[src/design/bmpp_pkg.sv]
package bmpp_pkg;

  localparam int unsigned SampleW = 16;
  localparam int unsigned ChanW   = 8;
  localparam int unsigned PackW   = 12;
  localparam int unsigned ByteW   = 8;
  localparam int unsigned MaxBytes = 3;
  localparam int unsigned CntW    = 2;

  // Configuration register indexes
  typedef enum logic [0:0] {
    CFG_PACKED_TWELVE_BIT = 1'b0,
    CFG_SOURCE_IS_RGB     = 1'b1
  } cfg_idx_t;

  // One input pixel word
  typedef struct packed {
    logic [SampleW-1:0] raw_sample;
    logic [ChanW-1:0]   red;
    logic [ChanW-1:0]   green;
    logic [ChanW-1:0]   blue;
    logic               line_end;
    logic               frame_end;
  } pixel_t;

  // Output mode registers
  typedef struct packed {
    logic packed_twelve_bit;
    logic source_is_rgb;
  } mode_t;

  // Mosaic position and the held first pixel of a 12-bit pair
  typedef struct packed {
    logic             row_odd;
    logic             column_odd;
    logic [PackW-1:0] held_first_value;
  } mosaic_state_t;

  // Bytes produced by one pixel, plus the hold request for a pair start
  typedef struct packed {
    logic [CntW-1:0]                count;
    logic [MaxBytes-1:0][ByteW-1:0] bytes;
    logic                           hold;
    logic [PackW-1:0]               hold_value;
  } format_t;

endpackage

[src/design/bmpp_format.sv]
module bmpp_format (
  input  bmpp_pkg::pixel_t        pixel,
  input  bmpp_pkg::mode_t         mode,
  input  bmpp_pkg::mosaic_state_t mosaic,
  output bmpp_pkg::format_t       result
);

  logic [bmpp_pkg::ChanW-1:0] chan;
  logic [bmpp_pkg::PackW-1:0] value;
  logic [bmpp_pkg::PackW-1:0] first;
  logic [bmpp_pkg::PackW-1:0] second;

  // Pick the RGGB channel from row and column parity
  always_comb begin
    if (mosaic.row_odd) begin
      chan = mosaic.column_odd ? pixel.blue : pixel.green;
    end else begin
      chan = mosaic.column_odd ? pixel.green : pixel.red;
    end
  end

  // Reduce the pixel to its 12-bit value
  assign value = mode.source_is_rgb ? {chan, 4'h0} : pixel.raw_sample[15:4];

  // Choose the pair halves: held plus current, or current with a zero partner
  assign first  = mosaic.column_odd ? mosaic.held_first_value : value;
  assign second = mosaic.column_odd ? value : '0;

  // Build the byte group for this pixel
  always_comb begin
    result = '0;
    if (!mode.packed_twelve_bit) begin
      result.count = bmpp_pkg::CntW'(2);
      if (mode.source_is_rgb) begin
        result.bytes[0] = 8'h00;
        result.bytes[1] = chan;
      end else begin
        result.bytes[0] = pixel.raw_sample[7:0];
        result.bytes[1] = pixel.raw_sample[15:8];
      end
    end else if (mosaic.column_odd || pixel.line_end || pixel.frame_end) begin
      result.count    = bmpp_pkg::CntW'(3);
      result.bytes[0] = first[7:0];
      result.bytes[1] = {second[3:0], first[11:8]};
      result.bytes[2] = second[11:4];
    end else begin
      result.hold       = 1'b1;
      result.hold_value = value;
    end
  end

endmodule

[src/design/bayer_mosaic_pixel_packer.sv]
// Bayer mosaic pixel packer: takes one pixel word (raw 16-bit sample or 8-bit
// RGB reduced to its RGGB channel) and streams destination bytes in memory
// order, one byte per cycle on the master side while m_tready is high. In
// 16-bit mode each pixel gives two bytes, and the next pixel moves into the
// result register as the last byte of the one before leaves. In 12-bit mode a
// pixel pair gives three bytes: the pixel on the even column gives no bytes,
// yet it still waits for the result register to free up and then passes on its
// own, leaving an idle gap on the byte port per pair. A lone pixel that ends a
// line or frame gives three bytes. The rate is set by the single byte-wide
// output port and that idle gap for the held pixel. A pixel passes an input
// register and then a three-byte result register, from which its bytes are
// driven. Configuration writes are taken at any time and must only be made
// while the block is idle; they never touch the row, column or held state.
module bayer_mosaic_pixel_packer (
  input  logic        clk,
  input  logic        rst,
  // configuration
  input  logic        cfg_valid,
  output logic        cfg_ready,
  input  logic [0:0]  cfg_index,
  input  logic [0:0]  cfg_data,
  // pixel input
  input  logic        s_tvalid,
  output logic        s_tready,
  input  logic [39:0] s_tdata,   // raw_sample[15:0], red[23:16], green[31:24], blue[39:32]
  input  logic        s_tlast,   // line_end
  input  logic [0:0]  s_tuser,   // frame_end
  // byte output
  output logic        m_tvalid,
  input  logic        m_tready,
  output logic [7:0]  m_tdata,   // out_byte[7:0]
  output logic        m_tlast    // last_of_run
);

  bmpp_pkg::mode_t         mode;
  bmpp_pkg::mosaic_state_t mosaic;
  bmpp_pkg::pixel_t        in_pix;
  bmpp_pkg::format_t       fmt;
  logic                    in_valid;
  logic                    res_free;
  logic                    advance;
  logic [bmpp_pkg::CntW-1:0]                               cnt;
  logic [bmpp_pkg::MaxBytes-1:0][bmpp_pkg::ByteW-1:0]      bytes;

  assign cfg_ready = 1'b1;

  // Result register frees up when empty or its last byte leaves now
  assign res_free = (cnt == '0) || ((cnt == bmpp_pkg::CntW'(1)) && m_tready);
  assign advance  = in_valid && res_free;
  assign s_tready = !in_valid || res_free;

  // Write configuration registers
  always_ff @(posedge clk) begin
    if (rst) begin
      mode <= '0;
    end else if (cfg_valid && cfg_ready) begin
      unique case (bmpp_pkg::cfg_idx_t'(cfg_index))
        bmpp_pkg::CFG_PACKED_TWELVE_BIT: mode.packed_twelve_bit <= cfg_data[0];
        bmpp_pkg::CFG_SOURCE_IS_RGB:     mode.source_is_rgb     <= cfg_data[0];
      endcase
    end
  end

  // Input register valid
  always_ff @(posedge clk) begin
    if (rst) begin
      in_valid <= 1'b0;
    end else if (s_tvalid && s_tready) begin
      in_valid <= 1'b1;
    end else if (advance) begin
      in_valid <= 1'b0;
    end
  end

  // Capture the pixel word
  always_ff @(posedge clk) begin
    if (s_tvalid && s_tready) begin
      in_pix.raw_sample <= s_tdata[15:0];
      in_pix.red        <= s_tdata[23:16];
      in_pix.green      <= s_tdata[31:24];
      in_pix.blue       <= s_tdata[39:32];
      in_pix.line_end   <= s_tlast;
      in_pix.frame_end  <= s_tuser[0];
    end
  end

  bmpp_format u_format (
    .pixel  (in_pix),
    .mode   (mode),
    .mosaic (mosaic),
    .result (fmt)
  );

  // Advance mosaic position and the held pair value
  always_ff @(posedge clk) begin
    if (rst) begin
      mosaic <= '0;
    end else if (advance) begin
      if (fmt.hold) begin
        mosaic.held_first_value <= fmt.hold_value;
      end
      if (in_pix.frame_end) begin
        mosaic.row_odd    <= 1'b0;
        mosaic.column_odd <= 1'b0;
      end else if (in_pix.line_end) begin
        mosaic.row_odd    <= !mosaic.row_odd;
        mosaic.column_odd <= 1'b0;
      end else begin
        mosaic.column_odd <= !mosaic.column_odd;
      end
    end
  end

  // Load or drain the byte count
  always_ff @(posedge clk) begin
    if (rst) begin
      cnt <= '0;
    end else if (advance) begin
      cnt <= fmt.count;
    end else if (m_tvalid && m_tready) begin
      cnt <= cnt - bmpp_pkg::CntW'(1);
    end
  end

  // Load or shift the result bytes
  always_ff @(posedge clk) begin
    if (advance) begin
      bytes <= fmt.bytes;
    end else if (m_tvalid && m_tready) begin
      bytes <= {8'h00, bytes[bmpp_pkg::MaxBytes-1:1]};
    end
  end

  assign m_tvalid = (cnt != '0);
  assign m_tdata  = bytes[0];
  assign m_tlast  = (cnt == bmpp_pkg::CntW'(1));

endmodule
[config.mk]
export PLATFORM = sky130hd
export DESIGN_NAME = bayer_mosaic_pixel_packer
export DESIGN_NICKNAME = d
export VERILOG_FILES = /design/src/design/bmpp_pkg.sv /design/src/design/bmpp_format.sv /design/src/design/bayer_mosaic_pixel_packer.sv
export SDC_FILE = /design/constraint.sdc
export NUM_CORES = 1
export LEC_CHECK = 0
export BUFFER_PORTS_ARGS = -buffer_cell sky130_fd_sc_hd__buf_2
export CORE_MARGIN = 5
export CORE_UTILIZATION = 45
export CTS_CLUSTER_DIAMETER = 80
export DETAILED_ROUTE_END_ITERATION = 16
export PLACE_DENSITY = 0.66
export SKIP_LAST_GASP = 1
export SLEW_MARGIN = 20
export SYNTH_ARGS = -nofsm -noshare
export SYNTH_HDL_FRONTEND = slang
export SYNTH_SLANG_ARGS = --single-unit
[constraint.sdc]
create_clock -name clk -period 2.81 [get_ports clk]
set_input_delay 0.281 -clock clk [delete_from_list [all_inputs] [get_ports clk]]
set_output_delay 0.281 -clock clk [all_outputs]
set_load 0.01 [all_outputs]
==> results.py, run 1 <==
metrics = {
    "outcome": {
        "run_status": "complete, no violations",
    },
    "routing": {
        "dr.pass1.iters": 4,
        "drtIter0Drc": 136,
        "avgViaCountPerCell": 5.326,
        "wl_per_cell_microns": 16.08,
        "routed_wl_microns": 7798,
        "drc": 0,
        "vias": 2583,
        "ant_nets": 0,
    },
    "sta": {
        "setup_tns_ns": 0,
        "drv_slew": 0,
        "finalSetupViolCount": 0,
        "rsz0062_at_grt": "false",
        "period_share": 0.6750,
        "whs_ns": 0.09540,
        "hold_violations": 0,
        "min_period_ns": 1.897,
        "fmax_mhz": 527.2,
        "relSlewSlack": 0.5493,
        "worst_slack_ns": 0.9132,
        "worst_pin_slew_ns": 0.6752,
        "skew_ns": 0.007523,
    },
    "placement": {
        "pre_cts_slack_ns": 0.9228,
        "globalplace.congestion": 0.8848,
        "io_buffer_count": 59,
        "dp_hpwl_microns": 5548,
    },
    "global_route": {
        "grt_pass1_vias": 2612,
        "top_usage_layer": "met2",
        "grt_max_degree": 43,
        "grt.met1_usage": 0.2065,
        "use_met2": 0.2592,
        "grt_pass1_wl_microns": 12770,
        "grt_usage": 0.1597,
        "grtUsageMet3": 0.04195,
        "antenna_found_initial": 0,
        "grt-ovfl-total": 0,
    },
    "logic_synthesis": {
        "synth_area_leaders": "edfxtp_1 (51%), dfxtp_1 (9.9%), mux2i_1 (6.7%)",
        "ys_async_sr_fraction": 0,
        "syn_area_sq_um": 3860,
        "syn_inst": 325,
        "synth_cell_types": 37,
        "synth_top_area_share": 0.5135,
        "yosys_warnings": 0,
        "yosysSeqAreaShare": 0.6120,
        "synth-seq-cells": 85,
        "synth_fp_nets": 376,
        "synth_flop_cell": "edfxtp_1",
        "yosysTopAreaCell": "edfxtp_1",
        "syn_area_per_cell_sq_um": 11.88,
        "synth_edf_count": 66,
    },
    "floorplanning": {
        "core_sq_um": 8299,
        "dieHeight_microns": 102.6,
        "rows": 33,
        "pin_count": 61,
        "initial_core_util": 0.4651,
        "die_area_sq_um": 10530,
        "die_w_microns": 102.6,
    },
    "setup_path": {
        "crit_arrival_ns": 2.00,
        "critPathLaunchType": "flip-flop",
        "crit_fanout": 9,
        "crit_path_end_kind": "flip-flop",
        "required_ns": 2.91,
        "path_class": "flip-flop to flip-flop",
    },
    "finish": {
        "final_common_cell": "edfxtp_1",
        "fin_nets": 426,
        "final_util": 0.5290,
        "drive_gt1_frac": 0.2421,
        "register_area_sq_um": 2362,
        "antennaDiodeCount": 0,
        "multi_input_area_sq_um": 1287,
        "nFillCells": 720,
        "most-common-layout-cells": "edfxtp_1 (66), buf_2 (59), nor2_1 (37)",
        "syn2layout_area_growth_pct": 13.74,
    },
    "run": {
        "maxCapViolations": 0,
    },
    "cts": {
        "cts_buffers": 9,
        "numClockSinks": 85,
        "cts_hold_buf": 0,
        "clk_latency_ns": 0.35,
        "cts_setup_buffers": 0,
        "path_clk_slew_ns": 0.08,
        "post_cts_resized": 0,
        "cts_tree": "built",
        "h-tree-depth": 3,
        "clockRootBuffer": "clkbuf_8",
        "clk_path_buf_depth": 2,
    },
    "power": {
        "p_leak_uw": 0.001612,
        "power_density_nw_per_um2": 708.8,
        "peakVddDrop_uv": 370.0,
    },
    "min_path": {
        "hp-class": "input pin to flip-flop",
    },
}
layout make-up:
| class | count | area share |
|---|---|---|
| clock buffer | 10 | 0.02907 |
| sequential | 85 | 0.5380 |
| timing repair buffer | 67 | 0.08093 |
| clock inverter | 6 | 0.02536 |
| inverter | 4 | 0.003420 |
| multi-input combinational | 208 | 0.2932 |
| tap | 105 | 0.02992 |
routing by layer:
metal | wire length [microns] | vias up
li1 | - | 1278
met4 | 140 | 0
met5 | 0 | -
met3 | 420 | 13
met2 | 3735 | 73
met1 | 3501 | 1219
critical path, cell delays in order (launching register included):
cell and delay (ns):
dfxtp_1 0.37, inv_1 0.07, ha_1 0.25, a21o_2 0.23, nand3_1 0.32, a21oi_1 0.11
a221o_1 0.29
sequential cells by signal (all words and copies together) (netlist names):
name	flops
in_pix	42
m_tdata	8
cnt	2
in_valid	1
mode	2
bytes	16
mosaic	14
through the flow:
step                      power (uW)  std cells  area [sq um]
after floorplan                 1983        325          3860
after global placement          2107        469          4151
after detailed placement        2120        469          4151
after CTS                       3133        485          4390
after global routing            3257        485          4390
final                           3112        485          4390
logic make-up after synthesis:
group | synth area share
other cells | 0.0009715
buf+inv | 0.05478
mux | 0.06742
flops | 0.6120
fa+ha+maj | 0.006482
simple gates | 0.1410
compound gates | 0.1173
path summary, 6_finish.rpt:
kind	startpoint	slack [ns]	depth (start not counted)	endpoint
max	cnt[0]	0.91	6	bytes[11]
min reg2reg	mosaic[3]	0.46	2	mosaic[3]
max reg2reg	cnt[0]	0.91	6	bytes[11]
min	s_tuser	0.1	1	in_pix[0]
where the power goes:
part / switching (uW) / internal [uW] / leakage [uW]
Combinational: 297 / 189 / 0.000700
Sequential: 60.4 / 1540 / 0.000796
Clock: 431 / 591 / 0.000116
Total: 788 / 2320 / 0.00161
synth_stat cells (2+ instances only):
cell      count
a211o_1       5
a211oi_1      6
a211oi_2      2
a21oi_1      26
a221o_1       4
a221oi_1      4
and2_1        2
buf_1         2
buf_2         9
buf_4        11
buf_6         3
clkbuf_1      2
dfxtp_1      19
edfxtp_1     66
ha_1          2
inv_1         4
mux2i_1      26
nand2_1      28
nand2b_1     18
nand3_1      13
nor2_1       37
nor2b_1       5
nor3_2        4
o211ai_1      4
o21ai_1       8
o221ai_1      4
(Power assumes the default switching activity.)
==> run 2, diff against run 1 <==
clock period = 2 ns   (was 2.81 ns; I/O delays follow)
==> results.py, run 2 (synthesis results as in run 1) <==
metrics = {
    "finish": {
        "instances_no_fill": 489,
        "drive_gt1_frac": 0.2526,
        "antennaDiodeCount": 0,
        "largest_reg_flops": 42,
        "regMostFlops": "in_pix",
        "most-common-layout-cells": "edfxtp_1 (66), buf_2 (59), nor2_1 (37)",
        "syn2layout_area_growth_pct": 13.71,
        "final_common_cell": "edfxtp_1",
        "nFillCells": 718,
        "fin_nets": 430,
        "final_util": 0.5289,
        "top_regs": "in_pix x42, bytes x16, mosaic x14",
    },
    "setup_path": {
        "crit_fanout": 11,
        "required_ns": 2.10,
        "slowest_stage": "dfxtp_1",
        "critPathLaunchType": "flip-flop",
        "cpPeakStageDelay_ns": 0.36,
        "path_class": "flip-flop to flip-flop",
        "crit_path_end_kind": "flip-flop",
        "cp-startpoint": "cnt[0]",
        "r2r_slack_ns": 0.16,
        "r2r_start": "cnt[0]",
        "crit_arrival_ns": 1.93,
        "crit_chain": "inv_1, ha_1, buf_4, a21o_2, and2_1, nand3_2, nor2_1",
    },
    "floorplanning": {
        "rows": 33,
        "core_sq_um": 8299,
        "dieHeight_microns": 102.6,
        "die_area_sq_um": 10530,
        "initial_core_util": 0.4651,
        "pin_count": 61,
        "die_w_microns": 102.6,
    },
    "global_route": {
        "grtUsageMet3": 0.03315,
        "antenna_found_initial": 0,
        "grt_usage": 0.1522,
        "grt-ovfl-total": 0,
        "grt_pass1_vias": 2481,
        "grt.met1_usage": 0.2003,
        "top_usage_layer": "met2",
        "grt_pass1_wl_microns": 12100,
        "use_met2": 0.2458,
        "grt_max_degree": 43,
    },
    "cts": {
        "clk_path_buf_depth": 2,
        "clockRootBuffer": "clkbuf_8",
        "h-tree-depth": 3,
        "clk_latency_ns": 0.35,
        "cts_buffers": 9,
        "numClockSinks": 85,
        "cts_tree": "built",
        "path_clk_slew_ns": 0.08,
    },
    "routing": {
        "dr.pass1.iters": 4,
        "vias": 2556,
        "drtIter0Drc": 134,
        "routed_wl_microns": 7508,
        "avgViaCountPerCell": 5.227,
        "ant_nets": 0,
        "wl_per_cell_microns": 15.35,
        "drc": 0,
    },
    "placement": {
        "globalplace.congestion": 0.8218,
        "placed_cells": 473,
        "dp_hpwl_microns": 5397,
        "io_buffer_count": 59,
    },
    "sta": {
        "worst_pin_slew_ns": 0.5341,
        "finalSetupViolCount": 0,
        "drv_slew": 0,
        "relSlewSlack": 0.6439,
        "min_period_ns": 1.837,
        "hold_violations": 0,
        "skew_ns": 0.009176,
        "period_share": 0.9184,
        "setup_tns_ns": 0,
        "rsz0062_at_grt": "false",
        "fmax_mhz": 544.4,
    },
    "outcome": {
        "run_status": "complete, no violations",
    },
    "min_path": {
        "hp-start": "s_tdata[19]",
        "hp-class": "input pin to flip-flop",
    },
    "power": {
        "peakVddDrop_uv": 536.3,
        "power_density_nw_per_um2": 934.1,
        "p_leak_uw": 0.001613,
        "fin_total_pwr_uw": 4100,
    },
    "run": {
        "maxCapViolations": 0,
    },
}
-- run 2: layer usage --
layer	vias up	wire, microns
met5	-	0
met4	0	113
met3	12	556
met2	95	3594
met1	1166	3243
li1	1283	-
-- run 2: worst max-delay path, delay by kind of cell, from the launching register on --
family	cells	cell delay [ns]
AO/OA/AOI/OAI	1	0.22
adder cells (fa/ha/maj)	1	0.21
buffers and inverters	2	0.22
flip-flops	1	0.36
AND/OR/NAND/NOR	3	0.59
-- run 2: timing repair --
| action | CTS | global route |
|---|---|---|
| hold buffers | 0 | 0 |
| setup endpoints to repair | 0 | 54 |
| hold endpoints to repair | 0 | 0 |
| resized for setup | 0 | 3 |
| buffers inserted | 0 | 0 |
-- run 2: where the power goes --
part           internal, uW  switching (uW)  total, uW
Combinational           285             415        699
Sequential             2170            78.4       2250
Clock                   572             581       1150
Total                  3030            1070       4100
-- run 2: cell type report --
cell class	count	area [sq um]	share of cell area
flip-flops and latches	85	2362	0.5382
multi-input cells	208	1299	0.2959
repair buffers	71	397.9	0.09065
clock buffers	11	131.4	0.02993
well taps	105	131.4	0.02993
clock inverters	5	52.55	0.01197
inverters	4	15.01	0.003421
-- run 2: worst paths after layout --
check | endpoint | cells past startpoint
max | bytes[21] | 7
min | in_pix[21] | 1
max reg2reg | bytes[21] | 7
min reg2reg | cnt[1] | 2
-- run 2: stage by stage --
step	setup WS, ns	hold WS (ns)	instance area (sq um)
6_report	0.1631	0.01992	4389
5_1_grt	0.05704	0.005167	4389
4_1_cts	0.03875	0.003881	4378
3_5_place_dp	0.05445	0.3781	4194
3_3_place_gp	0.1313	0.3765	4194
2_1_floorplan	0.1974	0.2989	3861
